--- src/hw/rtl/pmdc_pkg.sv ---
`timescale 1ns / 1ps

package pmdc_pkg;

  localparam int unsigned CFG_IDX_W  = 3;
  localparam int unsigned CFG_DATA_W = 16;

  localparam logic [CFG_IDX_W-1:0] CFG_ARM_SAFETY_LIMIT    = 3'd0;
  localparam logic [CFG_IDX_W-1:0] CFG_UPRIGHT_WINDOW      = 3'd1;
  localparam logic [CFG_IDX_W-1:0] CFG_PWM_LIMIT           = 3'd2;
  localparam logic [CFG_IDX_W-1:0] CFG_SWING_DUTY          = 3'd3;
  localparam logic [CFG_IDX_W-1:0] CFG_SWING_ARM_THRESHOLD = 3'd4;

  localparam logic CMD_ANGLE  = 1'b0;
  localparam logic CMD_BUTTON = 1'b1;

  localparam logic [1:0] DIR_NONE    = 2'd0;
  localparam logic [1:0] DIR_FORWARD = 2'd1;
  localparam logic [1:0] DIR_REVERSE = 2'd2;
  localparam logic [1:0] DIR_STOP    = 2'd3;

  localparam logic [2:0] PH_ENTRY     = 3'd0;
  localparam logic [2:0] PH_PUSH_FWD  = 3'd1;
  localparam logic [2:0] PH_WAIT_POS  = 3'd2;
  localparam logic [2:0] PH_PUSH_REV  = 3'd3;
  localparam logic [2:0] PH_WAIT_NEG  = 3'd4;

  localparam logic [14:0] RST_ARM_SAFETY_LIMIT    = 15'd600;
  localparam logic [14:0] RST_UPRIGHT_WINDOW      = 15'd90;
  localparam logic [9:0]  RST_PWM_LIMIT           = 10'd795;
  localparam logic [9:0]  RST_SWING_DUTY          = 10'd250;
  localparam logic signed [15:0] RST_SWING_ARM_THRESHOLD = 16'sd32;

  typedef struct packed {
    logic               command;
    logic signed [15:0] pendulum_angle;
    logic signed [15:0] arm_angle_in;
    logic signed [15:0] upright_measure;
    logic               start_pressed;
    logic               stop_pressed;
    logic signed [15:0] drive_request;
  } in_item_t;

  typedef struct packed {
    logic [9:0] pwm_duty;
    logic [1:0] direction;
    logic       direction_valid;
  } out_item_t;

  typedef struct packed {
    logic [14:0]        arm_safety_limit;
    logic [14:0]        upright_window;
    logic [9:0]         pwm_limit;
    logic [9:0]         swing_duty;
    logic signed [15:0] swing_arm_threshold;
  } cfg_t;

endpackage

--- src/hw/rtl/pmdc_cfg.sv ---
`timescale 1ns / 1ps

module pmdc_cfg
  import pmdc_pkg::*;
(
  input  logic                  clk,
  input  logic                  rst_n,
  input  logic                  cfg_we,
  input  logic [CFG_IDX_W-1:0]  cfg_index,
  input  logic [CFG_DATA_W-1:0] cfg_wdata,
  output cfg_t                  cfg
);

  cfg_t cfg_r;

  always_ff @(posedge clk) begin
    if (!rst_n) begin
      cfg_r.arm_safety_limit    <= RST_ARM_SAFETY_LIMIT;
      cfg_r.upright_window      <= RST_UPRIGHT_WINDOW;
      cfg_r.pwm_limit           <= RST_PWM_LIMIT;
      cfg_r.swing_duty          <= RST_SWING_DUTY;
      cfg_r.swing_arm_threshold <= RST_SWING_ARM_THRESHOLD;
    end else if (cfg_we) begin
      unique case (cfg_index)
        CFG_ARM_SAFETY_LIMIT:    cfg_r.arm_safety_limit    <= cfg_wdata[14:0];
        CFG_UPRIGHT_WINDOW:      cfg_r.upright_window      <= cfg_wdata[14:0];
        CFG_PWM_LIMIT:           cfg_r.pwm_limit           <= cfg_wdata[9:0];
        CFG_SWING_DUTY:          cfg_r.swing_duty          <= cfg_wdata[9:0];
        CFG_SWING_ARM_THRESHOLD: cfg_r.swing_arm_threshold <= $signed(cfg_wdata);
        default: ;
      endcase
    end
  end

  assign cfg = cfg_r;

endmodule

--- src/hw/rtl/pmdc_ctrl.sv ---
`timescale 1ns / 1ps

module pmdc_ctrl
  import pmdc_pkg::*;
(
  input  logic      clk,
  input  logic      rst_n,
  input  logic      accept,
  input  in_item_t  item,
  input  cfg_t      cfg,
  output out_item_t res,
  output logic      res_valid
);

  logic               started_r, started_nxt;
  logic signed [15:0] pend_r, pend_nxt;
  logic signed [15:0] arm_r, arm_nxt;
  logic signed [15:0] upm_r, upm_nxt;
  logic [2:0]         phase_r, phase_nxt;

  logic signed [16:0] lim_pos, lim_neg, win_pos, win_neg;
  logic signed [16:0] arm_in_x, upm_x, drv_x;
  logic [16:0]        drv_mag;
  logic [9:0]         drv_duty;
  logic [1:0]         drv_dir;

  assign lim_pos  = $signed({2'b00, cfg.arm_safety_limit});
  assign lim_neg  = -lim_pos;
  assign win_pos  = $signed({2'b00, cfg.upright_window});
  assign win_neg  = -win_pos;
  assign arm_in_x = 17'(item.arm_angle_in);
  assign upm_x    = 17'(upm_r);
  assign drv_x    = 17'(item.drive_request);
  assign drv_mag  = drv_x[16] ? 17'(-drv_x) : 17'(drv_x);
  assign drv_duty = (drv_mag > 17'(cfg.pwm_limit)) ? cfg.pwm_limit : drv_mag[9:0];

  always_comb begin
    priority if (item.drive_request > 16'sd0) drv_dir = DIR_FORWARD;
    else if (item.drive_request < 16'sd0)     drv_dir = DIR_REVERSE;
    else                                      drv_dir = DIR_STOP;
  end

  always_comb begin
    started_nxt = started_r;
    pend_nxt    = pend_r;
    arm_nxt     = arm_r;
    upm_nxt     = upm_r;
    phase_nxt   = phase_r;
    res_valid   = 1'b0;
    res         = '{pwm_duty: '0, direction: DIR_STOP, direction_valid: 1'b1};

    if (item.command == CMD_ANGLE) begin
      pend_nxt = item.pendulum_angle;
      arm_nxt  = item.arm_angle_in;
      upm_nxt  = item.upright_measure;
      if (arm_in_x > lim_pos || arm_in_x < lim_neg) begin
        started_nxt = 1'b0;
        res_valid   = 1'b1;
      end
    end else if (item.stop_pressed) begin
      started_nxt = 1'b0;
      res_valid   = 1'b1;
    end else if (item.start_pressed || started_r) begin
      started_nxt = 1'b1;
      res_valid   = 1'b1;
      if (upm_x > win_neg && upm_x < win_pos) begin
        res = '{pwm_duty: drv_duty, direction: drv_dir, direction_valid: 1'b1};
      end else begin
        res.pwm_duty = cfg.swing_duty;
        unique case (phase_r)
          PH_ENTRY: begin
            phase_nxt           = PH_PUSH_FWD;
            res.direction       = DIR_NONE;
            res.direction_valid = 1'b0;
          end
          PH_PUSH_FWD: begin
            if (arm_r > cfg.swing_arm_threshold) phase_nxt = PH_WAIT_POS;
            res.direction = DIR_FORWARD;
          end
          PH_WAIT_POS: begin
            if (pend_r > 16'sd0) phase_nxt = PH_PUSH_REV;
          end
          PH_PUSH_REV: begin
            if (arm_r < 16'sd0) phase_nxt = PH_WAIT_NEG;
            res.direction = DIR_REVERSE;
          end
          PH_WAIT_NEG: begin
            if (pend_r < 16'sd0) phase_nxt = PH_PUSH_FWD;
          end
          default: ;
        endcase
      end
    end
  end

  always_ff @(posedge clk) begin
    if (!rst_n) begin
      started_r <= 1'b0;
      pend_r    <= '0;
      arm_r     <= '0;
      upm_r     <= '0;
      phase_r   <= PH_ENTRY;
    end else if (accept) begin
      started_r <= started_nxt;
      pend_r    <= pend_nxt;
      arm_r     <= arm_nxt;
      upm_r     <= upm_nxt;
      phase_r   <= phase_nxt;
    end
  end

endmodule

--- src/hw/rtl/pmdc_out_buf.sv ---
`timescale 1ns / 1ps

module pmdc_out_buf
  import pmdc_pkg::*;
(
  input  logic      clk,
  input  logic      rst_n,
  input  logic      wr_en,
  input  out_item_t wr_item,
  output logic      space,
  output logic      out_valid,
  input  logic      out_ready,
  output out_item_t out_item
);

  logic      out_valid_r, skid_valid_r;
  out_item_t out_item_r, skid_item_r;
  logic      out_fire;

  assign out_fire = out_valid_r && out_ready;
  assign space    = !skid_valid_r;

  always_ff @(posedge clk) begin
    if (!rst_n) begin
      out_valid_r  <= 1'b0;
      skid_valid_r <= 1'b0;
    end else if (skid_valid_r) begin
      if (out_fire) begin
        out_item_r   <= skid_item_r;
        skid_valid_r <= 1'b0;
      end
    end else if (wr_en) begin
      if (!out_valid_r || out_fire) begin
        out_item_r  <= wr_item;
        out_valid_r <= 1'b1;
      end else begin
        skid_item_r  <= wr_item;
        skid_valid_r <= 1'b1;
      end
    end else if (out_fire) begin
      out_valid_r <= 1'b0;
    end
  end

  assign out_valid = out_valid_r;
  assign out_item  = out_item_r;

endmodule

--- src/hw/rtl/pendulum_motor_drive_controller_top.sv ---
`timescale 1ns / 1ps

// Pendulum rig motor drive controller. One item is taken per cycle while
// in_ready is high; its result, if any, is registered: all decisions are a single
// pass of compares from the item and the stored state, which updates in the
// accepting cycle. A two-entry output buffer keeps input acceptance going while a
// result is waiting; in_ready drops only when both entries are full. Angle items
// give a result only on a safety trip; button items give none while not started
// unless start or stop is pressed. Register writes take effect on the next edge.

module pendulum_motor_drive_controller_top
  import pmdc_pkg::*;
(
  input  logic                  clk,
  input  logic                  rst_n,
  input  logic                  in_valid,
  output logic                  in_ready,
  input  in_item_t              in_item,
  output logic                  out_valid,
  input  logic                  out_ready,
  output out_item_t             out_item,
  input  logic                  cfg_we,
  input  logic [CFG_IDX_W-1:0]  cfg_index,
  input  logic [CFG_DATA_W-1:0] cfg_wdata
);

  cfg_t      cfg;
  out_item_t res;
  logic      res_valid;
  logic      space;
  logic      accept;

  assign in_ready = space;
  assign accept   = in_valid && space;

  pmdc_cfg u_cfg (
    .clk       (clk),
    .rst_n     (rst_n),
    .cfg_we    (cfg_we),
    .cfg_index (cfg_index),
    .cfg_wdata (cfg_wdata),
    .cfg       (cfg)
  );

  pmdc_ctrl u_ctrl (
    .clk       (clk),
    .rst_n     (rst_n),
    .accept    (accept),
    .item      (in_item),
    .cfg       (cfg),
    .res       (res),
    .res_valid (res_valid)
  );

  pmdc_out_buf u_out_buf (
    .clk       (clk),
    .rst_n     (rst_n),
    .wr_en     (accept && res_valid),
    .wr_item   (res),
    .space     (space),
    .out_valid (out_valid),
    .out_ready (out_ready),
    .out_item  (out_item)
  );

endmodule
--- config.mk ---
export PLATFORM = sky130hd
export DESIGN_NAME = pendulum_motor_drive_controller_top
export DESIGN_NICKNAME = d
export VERILOG_FILES = /design/src/hw/rtl/pmdc_pkg.sv /design/src/hw/rtl/pmdc_cfg.sv /design/src/hw/rtl/pmdc_ctrl.sv /design/src/hw/rtl/pmdc_out_buf.sv /design/src/hw/rtl/pendulum_motor_drive_controller_top.sv
export SDC_FILE = /design/constraint.sdc
export NUM_CORES = 1
export LEC_CHECK = 0
export BUFFER_PORTS_ARGS = -buffer_cell sky130_fd_sc_hd__clkbuf_2
export CAP_MARGIN = 20
export CORE_MARGIN = 2
export CORE_UTILIZATION = 40
export CTS_BUF_LIST = sky130_fd_sc_hd__clkbuf_16
export CTS_CLUSTER_SIZE = 10
export DETAILED_ROUTE_END_ITERATION = 10
export MAX_ROUTING_LAYER = met4
export PLACE_DENSITY_LB_ADDON = 0.3
export SYNTH_ARGS = -nofsm -noshare
export SYNTH_HDL_FRONTEND = slang
export SYNTH_SLANG_ARGS = --single-unit
--- constraint.sdc ---
create_clock -name clk -period 5.6 [get_ports clk]
set_input_delay 0.28 -clock clk [delete_from_list [all_inputs] [get_ports clk]]
set_output_delay 0.28 -clock clk [all_outputs]
set_load 0.03 [all_outputs]
==> impl_results.md, run 1 <==
* Cts repair resizes at 0
* Yosys synthesis warning count at 0
* Clock tree skew after final layout at 0.01033 ns
* Max-slew violation total from the final report at 0
* Number of enable flip-flop cells after synthesis at 26
* Number of buffers created by CTS at 17
* Detailed Place HPWL at 17,070 um
* Number of setup violations in the final report at 0
* CP max-delay cell: or4_4
* Wire length on met1 at 10,770 um
* Sum of internal, switching and leakage power at 0.002716 W
* Setup slack, reg-to-reg at 1.07 ns
* Floorplan die area at 22,780 um^2
* Area added between synthesis and finish at 15.80%
* Post-CTS Setup Bufs at 0
* Number of buffers between clock root and the deepest sink at 2
* Portion of the post-synthesis area used by sequential elements at 36.85%
* Number of global-route vias before repair at 7,166
* Most common library cell in the layout ignoring fill and taps: nand2_1
* Average instance area after synthesis at 8.171 um^2
* Largest fanout of any net on the critical path at 12
* Met2 WL at 10,690 um
* Crit-path cells: or4_4 > nor4_2 > nand3_1 > nor3_1 > nand2_1 > nor2_1 > xnor2_1 > ha_1 > a21o_1 > a2111oi_2 > o211ai_1 > o311ai_2 > a21o_1 > nand4b_1 > mux2_2
* Total Nets Final at ~1,300
* Total power divided by cell area at 271.6 nW/um^2
* Reg-to-Reg Start: u_cfg.cfg[38]
* Worst hold slack after final layout at 0.06783 ns
* Count of pins on the block boundary at 106
* Final worst slack at 1.065 ns
* TNS Setup at 0 ns
* Worst reg-to-reg path cell count at 15
* Site row count at 53
* CTS sink count at ~150
* Global-route wire length before repair at approximately 36,000 um
* Placed instance count at 1,398
* Filler-free cell count of the finished design at around 1,400
* Number of antenna violations at the first check in global routing at 0
* Worst path most repeated cell: a21o_1
* Post-detailed-route count of antenna-violating nets at 0
* Die span in y at 150.9 um
* Synth async-reset ratio at 0%
* Antenna diode count at 0
* Iter 0 DRT Violations at just over 500
* Aggregate global routing overflow at 0
* DRC errors left at 0
* WL/cell at 16.02 um
* Flop and latch count out of synthesis at 146
* Clock-pin slew of the registers on the worst-case setup and hold paths at 0.06 ns
* Final Hold Violating Endpoints at 0
* Commonest non-fill, non-tap cells in the layout: nand2_1 (249), a21oi_1 (121), dfxtp_1 (120)
* Ratio of final minimum period to clock period at 80.98%
* Ratio of cells with drive above 1 in the final layout at 14.27%
* Highest layer used for signal routing: met4
* Count of buffers from port buffering at 105
* Startpoint kind of the worst setup timing path: register
* RD Place Congestion at 0.8807
* Data required time of the critical path at 5.77 ns
* Class of the worst hold path: in2reg
* Worst setup EP type: register
* CP Data Arrival Time at 4.71 ns
* Slew headroom at 29.63%
* Gate count of the mapped netlist at 1,057
* Number of vias per cell at between 5 and 6
* Met3 wire length at 1062 um
* Worst Path Class, Setup: reg2reg
* Max Clk Rate at 220.5 MHz
* Static leakage power at about 4.2 nW
* Pre-CTS WS at about 1.1 ns
* Terminating pin of the worst hold path: u_ctrl.upm_r[15]
* Startpoint of the most critical hold path: in_item[33]
* Highest ir drop seen on vdd at 0.2464 mV
* Starting density of the core at 40.96%
* Post-synthesis net count at 1,239
* End of the worst register-to-register path: u_out_buf.out_item[0]
* Clock latency on the worst-skew pair at between 0.4 and 0.5 ns
* Top_reg_cell synth: dfxtp_1
* Run status: finished clean
* Hold-fix buffers, CTS at 0
* 1st-pass router iterations at 5
* Worst stage delay on the critical path at 0.58 ns
* Unrepaired setup endpoints after global routing: no
* Max Cap Viol at 0
* Wirelength, routed at 22,920 um
* Netlist Area Pre-Place at 8637 um^2
* Die width at between 150 and 200 um
* CTS tree: done
* CTS H-tree depth at 4
* Crit path time final at about 4.5 ns
* Clock root buffer: clkbuf_16
* Tot GR Track Use at 21.13%
* Tightest Pin Transition at 1.056 ns
* Pin count of the biggest net entering global routing at 98
* Count of cells along the worst hold path at 3
* Routed vias at 7,738
* Number of distinct library cells after synthesis at 75
* Core region area at 21,090 um^2
## per-layer routing
metal	up-vias	track usage, %
met3	30	3.343
met4	0	6.542
li1	3885	-
met2	209	33.59
met1	3614	27.76
met5	-	-
## cells in the mapped netlist, drive strengths merged, types with 4 or more instances
master,n,share of area [%]
xnor2,31,3.1
o211ai,28,2.4
inv,78,3.4
buf,4,0.36
dfxtp,120,28
mux2i,11,1.3
clkbuf,42,2.1
nor4,15,1.3
a2111oi,4,0.49
a211oi,7,0.67
a21o,17,1.5
nand4,28,2.0
nand2,250,11
nand3,34,2.0
mux2,4,0.52
nor2b,11,0.80
o31ai,4,0.35
o21ai,29,1.7
nor2,23,1.0
nand2b,5,0.45
and3,4,0.30
edfxtp,26,9.0
nor3,16,0.93
a21oi,122,7.1
ha,91,13
## worst max path at each step
stage | to | startpoint | slack (ns)
after floorplan | u_out_buf.skid_item_r[0] | u_cfg.cfg[54] | 1.40
after global placement | u_out_buf.out_item[0] | u_cfg.cfg[38] | 1.22
after detailed placement | u_out_buf.out_item[0] | u_cfg.cfg[38] | 1.10
after CTS | u_out_buf.out_item[0] | u_cfg.cfg[38] | 1.07
after global routing | u_out_buf.out_item[0] | u_cfg.cfg[38] | 0.73
final | u_out_buf.out_item[0] | u_cfg.cfg[38] | 1.07
## worst max-delay path, delay by kind of cell, from the launching register on
family / cells / cell delay (ns)
mux: 1 / 0.29
xor+xnor: 1 / 0.13
simple gates: 7 / 1.68
compound gates: 5 / 1.56
fa+ha+maj: 1 / 0.26
flops: 1 / 0.35
## cells by family (layout without fill, tap and decap cells)
kind of cell	Yosys count	in the layout	share of synthesized area, %
AOI/OAI and AO/OA	243	243	17.40
adders and majority gates	91	91	13.18
buffers and inverters	125	224	5.939
xor gates and xnor gates	34	34	3.448
DFF	146	146	36.85
and+or+nand+nor	403	403	21.38
muxes	15	15	1.796
## per-stage QoR
step,util (%),area (um^2)
after CTS,47.40,9995
final,47.43,10000
after detailed placement,44.39,9360
after global placement,44.39,9360
after global routing,47.43,10000
after floorplan,-,8637
## state kept, by name, summed over array words and instances, names as in the netlist
signal and count:
u_cfg.cfg 66, u_ctrl.arm_r 16, u_ctrl.pend_r 16, u_ctrl.upm_r 16, u_out_buf.out_item 13, u_out_buf.skid_item_r 13, u_ctrl.phase_r 3, u_ctrl.started_r 1
u_out_buf.out_valid 1, u_out_buf.skid_valid_r 1
## final cells by class
cell class | count | area, um^2
flip-flops and latches | 146 | 3183
well taps | 275 | 344.1
inverters | 78 | 292.8
clock buffers | 19 | 475.5
repair buffers | 114 | 593.1
clock inverters | 13 | 158.9
multi-input cells | 786 | 4955
fillers | 2141 | 11090
## power by group
part           switching, W  total (W)  internal (W)
Combinational      0.000232   0.000375      0.000143
Sequential        0.0000274    0.00113       0.00111
Clock              0.000456    0.00121      0.000751
Total              0.000715    0.00272       0.00200
No activity file was read; power rests on OpenSTA's default activity.
==> run 2, diff against run 1 <==
Settings changed: ABC_AREA from default to 1.
Clock period 5.6 ns to 4.4 ns, I/O delays scaled along.
==> run 2 against run 1 <==
Clock-buffer cell count shrank 1. Die area up 2.2%. Sequential cell count is the same. Area after synthesis increased by 2.2%. Clock skew rose by 0.0038 ns. Via count up 2.6%. Routed wire length rose by 1.2%.
==> impl_results.md, run 2 <==
* Netlist Area Pre-Place at 8828 um^2 (was 8637 um^2)
* Hold-fix buffers, CTS at 0 (unchanged)
* Placed instance count at 1,532 (was 1,398)
* Proportion of netlist area held by the largest area contributor at 27.21% (was 27.81%)
* Max Clk Rate at 259.3 MHz (was 220.5 MHz)
* Area added between synthesis and finish at 15.32% (was 15.80%)
* Aggregate global routing overflow at 0 (unchanged)
* CTS sink count at 146 (unchanged)
* Static leakage power at 4.747 nW (was 4.187 nW)
* Portion of the post-synthesis area used by sequential elements at 36.05% (was 36.85%)
* Worst path buffer plus inverter count at 3 (was 0)
* Filler-free cell count of the finished design at 1,564 (was 1,431)
* Post-synthesis net count at 1,364 (was 1,239)
* Cts repair resizes at 0 (unchanged)
* Tightest Pin Transition at 1.022 ns (was 1.056 ns)
* Global-route wire length before repair at 37,690 um (was 36,450 um)
* Count of cells along the worst hold path at 3 (unchanged)
* Number of vias per cell at 5.079 (was 5.407)
* Xor-xnor portion of the synthesized cell area at 3.373% (was 3.448%)
* Largest fanout of any net on the critical path at 13 (was 12)
* Core region area at 21,760 um^2 (was 21,090 um^2)
* Synthesized-area fraction occupied by ao, oa, aoi and oai cells at 15.45% (was 17.40%)
* WL/cell at 14.83 um (was 16.02 um)
* Total Nets Final at 1,453 (was 1,325)
* Site row count at 54 (was 53)
* Switching power summed over all nets at 0.0009658 W (was 0.0007150 W)
* Tot GR Track Use at 20.61% (was 21.13%)
* TNS Setup at 0 ns (unchanged)
* Iter 0 DRT Violations at 466 (was 513)
* CP Data Arrival Time at 3.98 ns (was 4.71 ns)
* Gate count of the mapped netlist at 1,182 (was 1,057)
* Crit path time final at 3.857 ns (was 4.535 ns)
* Clock root buffer: clkbuf_16 (unchanged)
* Top_reg_cell synth: dfxtp_1 (unchanged)
* Share of total power in the clock network at 42.2% (was 44.4%)
* Clock tree skew after final layout at 0.01409 ns (was 0.01033 ns)
* Internal cell power at 0.002467 W (was 0.002001 W)
* Worst stage delay on the critical path at 0.31 ns (was 0.58 ns)
* Yosys synthesis warning count at 0 (unchanged)
* Synth async-reset ratio at 0% (unchanged)
* Detailed Place HPWL at 17,090 um (was 17,070 um)
* CP max-delay cell: dfxtp_1 (was or4_4)
* Flop and latch count out of synthesis at 146 (unchanged)
* Library cell with the highest instance count after synthesis: nand2_1 (unchanged)
* Number of antenna violations at the first check in global routing at 0 (unchanged)
* Wirelength, routed at 23,190 um (was 22,920 um)
* Number of flip-flops in the largest register at 66 (unchanged)
* 1st-pass router iterations at 5 (unchanged)
* Highest ir drop seen on vdd at 0.1709 mV (was 0.2464 mV)
* Startpoint kind of the worst setup timing path: register (unchanged)
* Total power divided by cell area at 337.2 nW/um^2 (was 271.6 nW/um^2)
* Portion of total power attributed to sequential cells at 42.1% (was 41.8%)
* Cell accounting for the most synthesized area: dfxtp_1 (unchanged)
* Post-CTS Setup Bufs at 0 (unchanged)
* Switching part of the total at 28.13% (was 26.32%)
* Antenna diode count at 0 (unchanged)
* Number of global-route vias before repair at 7,480 (was 7,166)
* Routed vias at 7,943 (was 7,738)
* Clock latency on the worst-skew pair at 0.44 ns (was 0.43 ns)
* CTS tree: done (unchanged)
* Number of distinct library cells after synthesis at 34 (was 75)
* Post-synth top cells: nand2_1 (238), a21oi_1 (149), inv_1 (144) (was nand2_1 (249), a21oi_1 (121), dfxtp_1 (120))
* Clock-pin slew of the registers on the worst-case setup and hold paths at 0.07 ns (was 0.06 ns)
* Worst setup EP type: register (unchanged)
* Ratio of cells with drive above 1 in the final layout at 14.56% (was 14.27%)
* Crit-path cells: inv_1 > ha_1 > nand3_1 > nor2_1 > nand2_1 > nor2_1 > nand3_1 > nor3_1 > nand3_1 > xor2_1 > ha_1 > nand2_1 > inv_1 > o21ai_0 > nand2_1 > a21oi_1 > nand4_1 > nand4_1 > nand3_1 > a21oi_1 > buf_4 (was or4_4 > nor4_2 > nand3_1 > nor3_1 > nand2_1 > nor2_1 > xnor2_1 > ha_1 > a21o_1 > a2111oi_2 > o211ai_1 > o311ai_2 > a21o_1 > nand4b_1 > mux2_2)
* Data required time of the critical path at 4.53 ns (was 5.77 ns)
* Class of the worst hold path: in2reg (unchanged)
* Starting density of the core at 40.58% (was 40.96%)
* Unrepaired setup endpoints after global routing: no (unchanged)
* Ratio of final minimum period to clock period at 87.65% (was 80.98%)
* Depth of the critical timing path with buffers and inverters included at 21 (was 15)
* Mux cell area share after synthesis at 0% (was 1.796%)
* Simple-gate portion of the synthesized area at 23.61% (was 21.38%)
* Most area-consuming cells after synthesis: dfxtp_1 (27%), ha_1 (13%), nand2_1 (10%), edfxtp_1 (8.8%), a21oi_1 (8.4%) (was dfxtp_1 (28%), ha_1 (13%), nand2_1 (11%), edfxtp_1 (9.0%), a21oi_1 (7.0%))
* Worst reg-to-reg path cell count at 21 (was 15)
* Commonest non-fill, non-tap cells in the layout: nand2_1 (237), a21oi_1 (149), inv_1 (145) (was nand2_1 (249), a21oi_1 (121), dfxtp_1 (120))
* Die span in y at 152.6 um (was 150.9 um)
* Number of setup violations in the final report at 0 (unchanged)
* CTS H-tree depth at 4 (unchanged)
* Worst Path Class, Setup: reg2reg (unchanged)
* Worst path most repeated cell: nand3_1 (was a21o_1)
* Worst path top cell family by delay: simple AND/OR/NAND/NOR gates (unchanged)
* Count of buffers from port buffering at 105 (unchanged)
* Number of buffers created by CTS at 17 (unchanged)
* Final Hold Violating Endpoints at 0 (unchanged)
* Post-detailed-route count of antenna-violating nets at 0 (unchanged)
* Max Cap Viol at 0 (unchanged)
* Slew headroom at 31.67% (was 29.63%)
* Pin count of the biggest net entering global routing at 76 (was 98)
* Floorplan die area at 23,280 um^2 (was 22,780 um^2)
* Average instance area after synthesis at 7.469 um^2 (was 8.171 um^2)
* Count of pins on the block boundary at 106 (unchanged)
* Post-synthesis adder-cell area fraction at 12.90% (was 13.18%)
* Number of buffers between clock root and the deepest sink at 2 (unchanged)
* Run status: finished clean (unchanged)
* Die width at 152.6 um (was 150.9 um)
* Number of enable flip-flop cells after synthesis at 26 (unchanged)
* Most common library cell in the layout ignoring fill and taps: nand2_1 (unchanged)
* RD Place Congestion at 0.8452 (was 0.8807)
* Max-slew violation total from the final report at 0 (unchanged)
* DRC errors left at 0 (unchanged)
* Share of power burned in combinational logic at 15.6% (was 13.8%)
* Combinational family with the most area after synthesis: simple AND/OR/NAND/NOR gates (unchanged)
==> run 2: changes by cell type in the layout (fill, tap and decap cells not counted), moves of 11 or more <==
cell	before	now
nand2_1	249	237
o211ai_1	28	14
xor2_1	3	30
nand3_2	0	21
nor2_1	23	64
nand4_1	28	16
a21o_1	17	3
o21ai_0	23	85
mux2i_1	11	0
nand3_1	34	85
inv_1	80	145
a21oi_1	121	149
xnor2_1	31	4
==> run 2: cell type report <==
class | instances | area, um^2
clock buffer | 18 | 450.4
clock inverter | 14 | 136.4
fill | 2230 | 11570
inverter | 147 | 551.8
multi-input combinational | 842 | 4893
sequential | 146 | 3183
tap | 280 | 350.3
timing repair buffer | 117 | 615.6
==> run 2: path summary, 6_finish.rpt <==
path / start / endpoint / slack (ns)
setup / recovery: u_cfg.cfg[52] / u_out_buf.out_item[3] / 0.54
setup reg to reg: u_cfg.cfg[52] / u_out_buf.out_item[3] / 0.54
hold / removal: in_item[20] / u_ctrl.upm_r[2] / 0.04
hold reg to reg: u_ctrl.pend_r[7] / u_ctrl.pend_r[7] / 0.45
==> run 2: through the flow <==
step | area [um^2] | hold WS [ns] | setup slack (ns) | util [%] | total power [W]
2_1_floorplan | 8828 | 0.3463 | 0.7213 | - | 0.001835
3_3_place_gp | 9594 | 0.4421 | 0.7101 | 44.10 | 0.002000
3_5_place_dp | 9594 | 0.4441 | 0.5846 | 44.10 | 0.002010
4_1_cts | 10180 | 0.03325 | 0.5506 | 46.80 | 0.003445
5_1_grt | 10180 | 0.03814 | 0.02147 | 46.80 | 0.003589
6_report | 10180 | 0.03837 | 0.5433 | 46.80 | 0.003433
==> run 2: kinds of logic (layout without fill, tap and decap cells) <==
family	after synthesis	after routing
XOR/XNOR	34	34
flip-flops	146	146
AND/OR/NAND/NOR	458	458
adder cells (fa/ha/maj)	91	91
buffers and inverters	194	296
AO/OA/AOI/OAI	259	259
==> run 2: worst reg2reg max path: cells and delay by family, from the launching register on <==
kind | cells | cell delay [ns]
simple gates | 12 | 1.72
fa+ha+maj | 2 | 0.49
compound gates | 3 | 0.45
buf+inv | 3 | 0.36
flops | 1 | 0.31
xor+xnor | 1 | 0.18
==> run 2: metal layers <==
layer / wire length (um) / part of all wire (%) / vias to the layer above / global-route usage (%)
met5: 0 / 0 / - / -
met2: 10690 / 46 / 168 / 32.44
met3: 987 / 4.3 / 33 / 3.043
met1: 10920 / 47 / 3621 / 27.07
met4: 595 / 2.6 / 0 / 7.319
li1: - / - / 4121 / -
==> run 2: power by group through the flow <==
stage / clock network (W) / registers (W) / logic, W
floorplan: 0 / 0.00148 / 0.000357
global placement: 0 / 0.00148 / 0.000525
detailed placement: 0 / 0.00148 / 0.000535
CTS: 0.00146 / 0.00145 / 0.000539
global route: 0.00152 / 0.00145 / 0.000615
finish: 0.00145 / 0.00145 / 0.000537
